[src/rtl/core/bpc_pkg.sv]
// Shared constants, codes and types for the bandpass correction block.
// Used by bpc_div and bandpass_correction_apply; no dependencies.
package bpc_pkg;

  localparam int MAX_STATIONS_DEF = 8;
  localparam int MAX_POLS_DEF     = 2;
  localparam int MAX_IFS_DEF      = 8;
  localparam int MAX_CHANNELS_DEF = 256;
  localparam int GAIN_BITS_DEF    = 24;

  // iterative unit word width and step counts
  localparam int DIV_W      = 64;
  localparam int DIV_STEPS  = DIV_W;
  localparam int SQRT_STEPS = DIV_W / 2;
  localparam int CNT_W      = $clog2(DIV_STEPS + 1);

  // |z|^2 threshold for |z| < 0.01 in Q32.32
  localparam logic [63:0] SMALL_LIMIT = 64'd429497;

  localparam logic [1:0] KIND_IF_LOAD  = 2'd0;
  localparam logic [1:0] KIND_TAB_LOAD = 2'd1;
  localparam logic [1:0] KIND_APPLY    = 2'd2;

  localparam logic [1:0] ST_OK        = 2'd0;
  localparam logic [1:0] ST_NOT_READY = 2'd1;
  localparam logic [1:0] ST_NO_FREQ   = 2'd2;
  localparam logic [1:0] ST_LOADED    = 2'd3;

  localparam logic [1:0] REG_CHANNELS = 2'd0;
  localparam logic [1:0] REG_RAW_CH   = 2'd1;
  localparam logic [1:0] REG_IFS      = 2'd2;
  localparam logic [1:0] REG_PHASE    = 2'd3;

  typedef struct packed {
    logic start;
    logic sqrt_op;
  } div_req_t;

endpackage

[src/rtl/core/bpc_div.sv]
// Iterative divide / square-root unit, one bit (or bit pair) per cycle.
// Depends on bpc_pkg.
module bpc_div (
  input  logic               clk,
  input  logic               rst,
  input  bpc_pkg::div_req_t  req,
  input  logic [63:0]        num,
  input  logic [63:0]        den,
  output logic               done,
  output logic [63:0]        result
);
  import bpc_pkg::*;

  logic             busy;
  logic             sqrt_op;
  logic [CNT_W-1:0] cnt;
  logic [63:0]      acc;   // remainder, or radicand left
  logic [63:0]      quo;   // quotient (shifting in), or root
  logic [63:0]      dv;    // divisor, or current bit
  logic [64:0]      rem_sh;
  logic [64:0]      diff;
  logic [64:0]      trial;
  logic             ge;
  logic             sq_ge;
  logic             last_step;

  always_comb begin
    rem_sh    = {acc, quo[63]};
    diff      = rem_sh - {1'b0, dv};
    ge        = rem_sh >= {1'b0, dv};
    trial     = {1'b0, quo} + {1'b0, dv};
    sq_ge     = {1'b0, acc} >= trial;
    last_step = sqrt_op ? (cnt == CNT_W'(SQRT_STEPS - 1)) : (cnt == CNT_W'(DIV_STEPS - 1));
  end

  assign result = quo;

  always_ff @(posedge clk) begin
    if (rst) begin
      busy <= 1'b0;
      done <= 1'b0;
    end else begin
      done <= 1'b0;
      if (req.start) begin
        busy    <= 1'b1;
        sqrt_op <= req.sqrt_op;
        cnt     <= '0;
        acc     <= req.sqrt_op ? num : 64'd0;
        quo     <= req.sqrt_op ? 64'd0 : num;
        dv      <= req.sqrt_op ? (64'd1 << 62) : den;
      end else if (busy) begin
        if (sqrt_op) begin
          if (sq_ge) begin
            acc <= acc - trial[63:0];
            quo <= (quo >> 1) + dv;
          end else begin
            quo <= quo >> 1;
          end
          dv <= dv >> 2;
        end else begin
          acc <= ge ? diff[63:0] : rem_sh[63:0];
          quo <= {quo[62:0], ge};
        end
        cnt <= cnt + 1'b1;
        if (last_step) begin
          busy <= 1'b0;
          done <= 1'b1;
        end
      end
    end
  end

endmodule
[config.mk]
export PLATFORM = sky130hd
export DESIGN_NAME = bpc_div
export DESIGN_NICKNAME = d
export VERILOG_FILES = /design/src/rtl/core/bpc_pkg.sv /design/src/rtl/core/bpc_div.sv
export SDC_FILE = /design/constraint.sdc
export NUM_CORES = 1
export LEC_CHECK = 0
export BUFFER_PORTS_ARGS = -buffer_cell sky130_fd_sc_hd__buf_4
export CAP_MARGIN = 20
export CORE_MARGIN = 3
export CORE_UTILIZATION = 30
export DETAILED_ROUTE_END_ITERATION = 6
export GPL_TIMING_DRIVEN = 1
export PLACE_DENSITY = 0.48
export SLEW_MARGIN = 20
export SYNTH_ARGS = -nofsm -noshare
export SYNTH_HDL_FRONTEND = slang
export SYNTH_SLANG_ARGS = --single-unit
export TNS_END_PERCENT = 5
[constraint.sdc]
create_clock -name clk -period 8.8 [get_ports clk]
set_clock_uncertainty 0.15 [all_clocks]
set_input_delay 0.44 -clock clk [delete_from_list [all_inputs] [get_ports clk]]
set_output_delay 0.44 -clock clk [all_outputs]
set_load 0.02 [all_outputs]
==> results of run 1 <==
-- power groups by stage --
| stage | sequential, W | clock [W] | combinational (W) |
|---|---|---|---|
| 6_report | 0.00135 | 0.00117 | 0.00369 |
| 5_1_grt | 0.00136 | 0.00123 | 0.00404 |
| 4_1_cts | 0.00135 | 0.00120 | 0.00366 |
| 3_5_place_dp | 0.00137 | 0 | 0.00360 |
| 3_3_place_gp | 0.00137 | 0 | 0.00362 |
| 2_1_floorplan | 0.00135 | 0 | 0.00261 |
-- logic make-up after synthesis --
logic type / Yosys count
AOI/OAI and AO/OA: 1194
xor gates and xnor gates: 243
adders and majority gates: 260
buffers and inverters: 294
DFF: 202
muxes: 67
and+or+nand+nor: 829
-- stage by stage --
step,util (%),worst slack (ns),total power (W),cells
2_1_floorplan,-,0.201,0.00396,3089
3_3_place_gp,33.4,1.23,0.00499,4208
3_5_place_dp,33.4,1.02,0.00497,4209
4_1_cts,35.6,0.974,0.00620,4355
5_1_grt,35.6,0.660,0.00663,4355
6_report,35.6,1.02,0.00621,4355
-- cell usage after synthesis (all sizes together) (5+ instances only) --
master,number,share of area [%]
o21bai,55,1.7
nor3,35,0.73
mux2i,64,2.6
a221oi,18,0.64
and4,6,0.22
and2,14,0.35
or2,6,0.15
a31oi,36,0.93
or3,9,0.25
a21o,151,4.6
a211o,8,0.28
edfxtp,200,24
nand2b,28,0.71
ha,256,13
a221o,8,0.32
a222oi,14,0.57
and3,24,0.61
o211ai,12,0.38
xnor2,132,4.7
xor2,111,3.9
o2111ai,7,0.27
clkbuf,121,1.9
a22o,5,0.18
buf,38,0.93
nand2,309,4.7
o21a,31,0.94
nand3,56,1.2
a41oi,6,0.21
a211oi,50,1.6
nor2,206,3.1
a21oi,331,6.7
nor4,8,0.20
o21ai,327,6.7
a21boi,13,0.39
o31ai,18,0.61
a22oi,54,1.7
inv,135,2.0
nor2b,38,0.96
o311ai,5,0.25
nand4,75,1.9
o221ai,6,0.21
-- layer usage --
layer	track usage, %	wire, um	share of wire, %	vias to the layer above
li1	-	-	-	11900
met1	30.4	45900	46	11800
met5	0	0	0	-
met2	38.8	47900	48	632
met4	3.68	1440	1.4	0
met3	2.24	4740	4.7	84
-- final cells by class --
cell class,count,area [um2]
tap,1060,1330
timing repair buffer,313,2610
multi-input combinational,2593,17600
inverter,135,508
fill,8638,52300
sequential,202,6050
clock inverter,15,119
clock buffer,37,756
-- layout by cell type, fill, tap and decap left out, types with 29 or more instances in the layout --
| cell type | n |
|---|---|
| o21a_1 | 31 |
| o21bai_1 | 54 |
| nand4_1 | 74 |
| nor3_1 | 34 |
| nor2b_1 | 36 |
| xor2_1 | 111 |
| nand2_1 | 309 |
| a21oi_1 | 329 |
| dlygate4sd3_1 | 94 |
| clkbuf_16 | 29 |
| ha_1 | 256 |
| nor2_1 | 201 |
| o21ai_0 | 312 |
| a22oi_1 | 53 |
| mux2i_1 | 64 |
| buf_4 | 217 |
| inv_1 | 134 |
| a21o_1 | 151 |
| a31oi_1 | 35 |
| a211oi_1 | 47 |
| xnor2_1 | 132 |
| edfxtp_1 | 200 |
| nand3_1 | 55 |
-- worst register-to-register path, delay by kind of cell (launching register included) --
family | cells | cell delay (ns)
AO/OA/AOI/OAI | 13 | 3.50
AND/OR/NAND/NOR | 7 | 1.62
adder cells (fa/ha/maj) | 2 | 0.81
flip-flops | 1 | 0.46
buffers and inverters | 1 | 0.45
multiplexers | 1 | 0.39
XOR/XNOR | 1 | 0.17
-- timing repair --
action	in CTS	in global routing
resized for setup	0	0
setup endpoints to repair	0	0
hold endpoints to repair	111	0
setup buffers	0	0
hold buffers	94	0
-- worst min path at each step --
| stage | start | endpoint | slack [ns] | cells past startpoint |
|---|---|---|---|---|
| CTS | den[51] | dv[51] | 0.00008 | 3 |
| global route | den[51] | dv[51] | 0.01 | 3 |
| finish | den[41] | dv[41] | 0.02 | 3 |
| floorplan | busy | done | 0.27 | 2 |
| detailed placement | busy | done | 0.30 | 2 |
| global placement | busy | done | 0.31 | 2 |
-- flip-flops by register name, indices dropped and copies added, names as in the netlist --
name and count:
done 1, dv 64, acc 64, cnt 7, sqrt_op 1, result 64, busy 1
==> qor.txt, run 1 <==
Outcome: finished, final reports clean
Drt drc: 0
Routed wire length: 100000 um
Iteration-0 DRC count of the detailed router: 2049
Syn Area/Cell: 8.02 um2
R2R Setup Slk: 1.02 ns
GRT Total Usage: 22.3%
Area share of and/or/nand/nor cells after synthesis: 15.6%
CP max FO: 29
RSZ-0062 raised after global routing: no
Initial antenna violation count: 2
Max-slew violation count: 0
PD cells: 214 nW/um2
Largest net degree at the start of global routing: 66
Slew @ Worst Pin: 1.12 ns
Prevailing post-synth register cell: edfxtp_1
Drt pass-1 iters: 6
Synth warnings: 0
GRT overflow: 0
XOR/XNOR Fraction of Synth Area: 8.59%
Pint: 0.00331 W
Crit path from: dv[1]
Reg2Reg Launch Point: dv[1]
Layout cell share with drive strength beyond 1: 9.38%
Reg clk slew, reported paths: 0.06 ns
Fmax: 128 MHz
Worst path depth: 25
# rows: 104
WHS: 0.0204 ns
Largest family of logic cells by synthesized area: compound AO/OA/AOI/OAI gates
Worst Hold Class: in2reg
Synth Net Count: 3481
Fin crit share: 88.4%
Fin crit period: 7.78 ns
Cell Area, Placed: 27100 um2
Slew headroom: 25.2%
Die Width: 293 um
Post-route cell area: 28900 um2
Hold Fails Final Rpt: 0
Vias in the first global route: 23900
Crit path max-delay family: compound AO/OA/AOI/OAI gates
Compound-gate portion of the synthesized area: 30.6%
DR vias/cell: 5.61
Power share of the combinational group: 59.4%
Clk buf depth: 3
Critical Path Max Stage Delay: 0.52 ns
Wirelength per Cell: 23.0 um
Cells on worst reg2reg path: 25
Critical path class: reg2reg
Htree depth: 1
Final GP Congestion: 0.939
Setup TNS: 0 ns
# port buffers: 196
Area grow syn2layout: 16.8%
CP max stage cell: or4_1
Global-route wire length before repair: 150000 um
Mapped Area: 24800 um2
CTS Sinks: 202
Total Die Area: 86100 um2
Sw Ratio: 46.7%
Clk network pwr share: 18.8%
Setup violators final: 0
Max Cap Viol: 0
Num CTS Buffers: 29
CTS tree: yes
EDFF count, synth: 200
Net Switching: 0.00290 W
Antenna cells: 0
Critical R2R Capture: result[15]
Startpoint Class: register
Seq/Total Area, Yosys: 24.4%
Required time of the critical path: 9.01 ns
Core region area: 81200 um2
Post-Syn Instances: 3089
Starting Density: 30.5%
Post-DP HPWL: 77900 um
Clock latency on the worst-skew pair: 0.61 ns
Synth async-reset ratio: 0%
Worst EP arrival: 7.99 ns
Cell leakage power: 12.1 nW
Num ports: 197
Vias: 24400
CP endpoint kind: register
Chip height: 293 um
Root buffer cell: clkbuf_16
Crit path to: result[15]
Unique cell type count in the Yosys netlist: 95
Post-synthesis mux area share: 2.72%
Crit path buf inv count: 1
Final nets: 3666
Synth Area in Adders: 13.3%
Synth Register Bits: 202
Post-route ant nets: 0
Flop pwr share: 21.7%
Peak supply drop: 0.168 mV
Note: power is estimated with default switching activity, not from simulation.
==> run 2, diff against run 1 <==
--- a/config.mk
+++ b/config.mk
@@ -9,6 +9,7 @@
 export CAP_MARGIN = 20
 export CORE_MARGIN = 3
 export CORE_UTILIZATION = 30
+export CTS_BUF_LIST = sky130_fd_sc_hd__clkbuf_8 sky130_fd_sc_hd__clkbuf_16
 export DETAILED_ROUTE_END_ITERATION = 6
 export GPL_TIMING_DRIVEN = 1
 export PLACE_DENSITY = 0.48
==> run 2 against run 1 <==
  * Global-route usage is the same
  * Sequential share of layout area did not move
  * Total power down 0.16%
  * Largest cell class unchanged
==> qor.txt, run 2 (synthesis results as in run 1) <==
Reg clk slew, reported paths: 0.06 ns
Required time of the critical path: 9.01 ns
Final Power: 0.00620 W
Clock latency on the worst-skew pair: 0.61 ns
# port buffers: 196
Vias in the first global route: 23900
Chip height: 293 um
Drt drc: 0
Final nets: 3666
Setup violators final: 0
CP max stage cell: or4_1
Reg2Reg Launch Point: dv[1]
CP endpoint kind: register
Antenna cells: 0
Critical R2R Capture: result[15]
Global-route wire length before repair: 150000 um
Fin crit period: 7.84 ns
Most common cell after layout, fill and taps aside: a21oi_1
Htree depth: 1
CTS tree: yes
Core region area: 81200 um2
Iteration-0 DRC count of the detailed router: 1896
CTS Sinks: 202
Slew headroom: 24.6%
Outcome: finished, final reports clean
Postcts setup bufs: 0
RSZ-0062 raised after global routing: no
Worst EP arrival: 8.05 ns
Layout cell share with drive strength beyond 1: 9.38%
Fillcell total: 8638
Final worst slack: 0.960 ns
Fmax: 128 MHz
GRT Total Usage: 22.3%
Die Width: 293 um
Wirelength per Cell: 23.0 um
Routed wire length: 100000 um
PostCTS Resize Cnt: 0
# rows: 104
GRT overflow: 0
Slew @ Worst Pin: 1.13 ns
Crit path max-delay family: compound AO/OA/AOI/OAI gates
Hold endpoint: dv[25]
Critical path class: reg2reg
Max Cap Viol: 0
Area grow syn2layout: 16.8%
Hold Fails Final Rpt: 0
Largest net degree at the start of global routing: 66
R2R Setup Slk: 0.96 ns
Total Die Area: 86100 um2
Worst Hold Class: in2reg
Drt pass-1 iters: 6
Root buffer cell: clkbuf_16
PD cells: 214 nW/um2
Peak supply drop: 0.167 mV
Final GP Congestion: 0.939
Most frequent cells in the layout: 329 x a21oi_1, 312 x o21ai_0, 309 x nand2_1
Max-slew violation count: 0
DR vias/cell: 5.62
Dpl ws: 1.02 ns
Crit path from: dv[1]
Num ports: 197
Post-route cell area: 28900 um2
Cell Area, Placed: 27100 um2
Cell leakage power: 12.2 nW
Hold path startpoint: den[25]
Initial antenna violation count: 2
Crit path buf inv count: 1
Worst hold stages: 3
Starting Density: 30.5%
Critical Path Max Stage Delay: 0.52 ns
Setup TNS: 0 ns
Num CTS Buffers: 29
Final cell utilization of the core: 35.6%
Vias: 24500
Fin crit share: 89.1%
CP max FO: 29
Post-route ant nets: 0
Post-DP HPWL: 77900 um
Clk buf depth: 3
Cells on worst reg2reg path: 25
Startpoint Class: register
-- run 2: cell count changes in the layout (fill, tap and decap cells not counted), sizes merged --
cell and delta:
inv +8, clkbuf -8
-- run 2: metal layers --
layer | vias to the layer above | global-route usage [%] | routed length [um]
met4 | 0 | 3.68 | 1430
met3 | 83 | 2.24 | 5090
met5 | - | 0 | 0
met1 | 11800 | 30.4 | 45500
li1 | 11900 | - | -
met2 | 660 | 38.8 | 48100
-- run 2: repair_timing --
action / 4_1_cts / 5_1_grt
hold buffers: 94 / 0
endpoints found under the setup margin: 0 / 0
hold endpoints to repair: 111 / 0
-- run 2: power breakdown --
group / internal (W) / total [W] / switching, W
Clock: 0.000648 / 0.00116 / 0.000516
Sequential: 0.00122 / 0.00135 / 0.000129
Combinational: 0.00143 / 0.00369 / 0.00226
Total: 0.00330 / 0.00620 / 0.00290
-- run 2: tightest hold or removal path: cells and delay by family --
kind / cells / cell delay, ns
and+or+nand+nor: 1 / 0.06
AOI/OAI and AO/OA: 1 / 0.08
buffers and inverters: 1 / 0.08
-- run 2: cell type report --
cell class | count | area, um2 | share of cell area (%)
clock buffers | 29 | 726 | 2.51
clock inverters | 23 | 149 | 0.514
inverters | 135 | 508 | 1.76
multi-input cells | 2593 | 17600 | 60.7
flip-flops and latches | 202 | 6050 | 20.9
well taps | 1060 | 1330 | 4.58
repair buffers | 313 | 2610 | 9.02
-- run 2: per-stage QoR --
step                      hold slack [ns]  cells
after floorplan                     0.265   3089
after global placement              0.307   4208
after detailed placement            0.302   4209
after CTS                       0.0000762   4355
after global routing               0.0137   4355
final                              0.0205   4355
-- run 2: worst max-delay path by stage --
stage / to / slack [ns] / cells after the start
after floorplan: acc[0] / 0.20 / 27
after global placement: result[25] / 1.23 / 26
after detailed placement: result[15] / 1.02 / 25
after CTS: result[15] / 0.97 / 25
after global routing: result[23] / 0.66 / 25
final: result[15] / 0.96 / 25
==> run 3, diff against run 2 <==
--- a/config.mk
+++ b/config.mk
@@ -12,7 +12,7 @@
 export CTS_BUF_LIST = sky130_fd_sc_hd__clkbuf_8 sky130_fd_sc_hd__clkbuf_16
 export DETAILED_ROUTE_END_ITERATION = 6
 export GPL_TIMING_DRIVEN = 1
-export PLACE_DENSITY = 0.48
+export PLACE_DENSITY = 0.47
 export SLEW_MARGIN = 20
 export SYNTH_ARGS = -nofsm -noshare
 export SYNTH_HDL_FRONTEND = slang
==> constraint.sdc (replaced) <==
create_clock -name clk -period 9.3 [get_ports clk]
set_clock_uncertainty 0.15 [all_clocks]
set_input_delay 0.465 -clock clk [delete_from_list [all_inputs] [get_ports clk]]
set_output_delay 0.465 -clock clk [all_outputs]
set_load 0.02 [all_outputs]
==> run 3 against run 2 <==
  * Non-clock buffer count is 53 lower
  * Largest cell class unchanged
  * Global-route usage is 0.063 points higher
  * The flow now finishes with violations (negative hold slack)
  * Highest routed layer unchanged
  * Design area is 1.6% lower
  * Via count is 0.46% lower
  * Sequential share of layout area is 0.35 points higher
  * Final cell count is 1.2% lower
  * Setup slack better by 0.58 ns
  * Sequential cell count stayed put
==> qor.txt, run 3 (synthesis results as in run 1) <==
Routed wire length: 99800 um
Htree depth: 1
Drt drc: 0
Postcts setup bufs: 0
Outcome: finished with violations
Final nets: 3613
CTS tree: yes
Critical R2R Capture: result[4]
Cell leakage power: 12.0 nW
Post-DP HPWL: 78200 um
Critical path class: reg2reg
Max-slew violation count: 0
CTS Sinks: 202
Startpoint Class: register
Top Usage Layer GRT: met2
Worst Hold Class: in2reg
Setup TNS: 0 ns
Root buffer cell: clkbuf_16
Hold endpoint: dv[42]
Critical Path Max Stage Delay: 0.70 ns
Post-route ant nets: 0
Worst hold stages: 3
Worst EP arrival: 7.94 ns
Num CTS Buffers: 29
PD cells: 207 nW/um2
Clock latency on the worst-skew pair: 0.63 ns
WHS: -0.00944 ns
Vias: 24400
Reg2Reg Launch Point: dv[0]
Peak supply drop: 0.167 mV
Inst Count DP: 4208
Slew headroom: 26.5%
Iteration-0 DRC count of the detailed router: 1958
CP endpoint kind: register
Most common cell after layout, fill and taps aside: a21oi_1
Met2 Usage GRT: 38.3%
Failing checks: negative hold slack
Fin crit period: 7.76 ns
Wirelength per Cell: 23.2 um
Layout cell share with drive strength beyond 1: 9.71%
# rows: 104
Required time of the critical path: 9.49 ns
CP max stage cell: a211oi_2
CP max FO: 59
Clk buf depth: 3
Hold Fails Final Rpt: 1
RSZ-0062 raised after global routing: no
Met1 usage: 30.8%
Hold path startpoint: den[42]
Antenna cells: 0
Most frequent cells in the layout: 329 x a21oi_1, 312 x o21ai_0, 309 x nand2_1
R2R Setup Slk: 1.54 ns
Reg clk slew, reported paths: 0.07 ns
Num ports: 197
# port buffers: 196
Final GP Congestion: 0.930
Fin crit share: 83.4%
Starting Density: 30.5%
Fmax: 129 MHz
Non-filler cells, final: 4304
Final Power: 0.00588 W
Largest net degree at the start of global routing: 73
GRT Total Usage: 22.4%
Total Die Area: 86100 um2
Max Cap Viol: 0
Die Width: 293 um
DR vias/cell: 5.66
Slew @ Worst Pin: 1.10 ns
Vias in the first global route: 23900
Global-route wire length before repair: 151000 um
Initial antenna violation count: 0
Cells on worst reg2reg path: 28
Drt pass-1 iters: 5
Setup violators final: 0
Core region area: 81200 um2
GRT overflow: 0
Met3 GRT Util: 2.04%
Area grow syn2layout: 14.9%
Chip height: 293 um
## run 3: cell types whose count changed in the layout (fill, tap and decap cells not counted)
cell	delta
clkinvlp_4	+1
dlygate4sd3_1	-52
clkbuf_8	+3
buf_4	-1
clkinv_4	+2
clkinv_2	+1
clkinv_1	-5
## run 3: what timing repair did
action	in CTS	in global routing
gates resized for setup	0	0
hold endpoints to repair	44	0
hold buffers	42	0
## run 3: metal layers
| metal | share of wire (%) | routed length (um) | vias to the layer above |
|---|---|---|---|
| met2 | 47 | 47200 | 666 |
| met4 | 2.0 | 2010 | 0 |
| li1 | - | - | 11800 |
| met1 | 46 | 45800 | 11800 |
| met3 | 4.8 | 4780 | 93 |
| met5 | 0 | 0 | - |
## run 3: where the power goes
| part | total [W] | internal [W] | switching, W |
|---|---|---|---|
| combinational | 0.00347 | 0.00134 | 0.00213 |
| clock | 0.00113 | 0.000642 | 0.000491 |
| sequential | 0.00128 | 0.00115 | 0.000123 |
## run 3: layout make-up
| type | count | area (um2) |
|---|---|---|
| timing repair buffer | 260 | 2080 |
| clock inverter | 22 | 160 |
| fill | 8701 | 52700 |
| sequential | 202 | 6050 |
| tap | 1060 | 1330 |
| clock buffer | 32 | 767 |
| inverter | 135 | 508 |
| multi-input combinational | 2593 | 17600 |
## run 3: worst max-delay path: cells and delay by family (launching register included)
family,cells,cell delay (ns)
flops,1,0.39
simple gates,10,1.97
buf+inv,2,0.33
compound gates,11,3.01
xor+xnor,1,0.09
mux,1,0.28
fa+ha+maj,3,1.00
## run 3: how the worst max path moves through the flow
stage | startpoint | to | depth (start not counted)
after floorplan | result[1] | acc[0] | 27
after global routing | result[1] | result[55] | 25
after CTS | result[1] | result[55] | 24
after detailed placement | dv[0] | result[55] | 27
after global placement | dv[0] | result[55] | 27
final | dv[0] | result[4] | 28
## run 3: through the flow
stage | setup slack [ns] | instance area (um2) | utilization (%)
after floorplan | 0.701 | 24800 | -
after global placement | 1.69 | 27100 | 33.4
after detailed placement | 1.56 | 27100 | 33.4
after CTS | 1.51 | 28500 | 35.1
after global routing | 1.16 | 28500 | 35.1
final | 1.54 | 28500 | 35.1
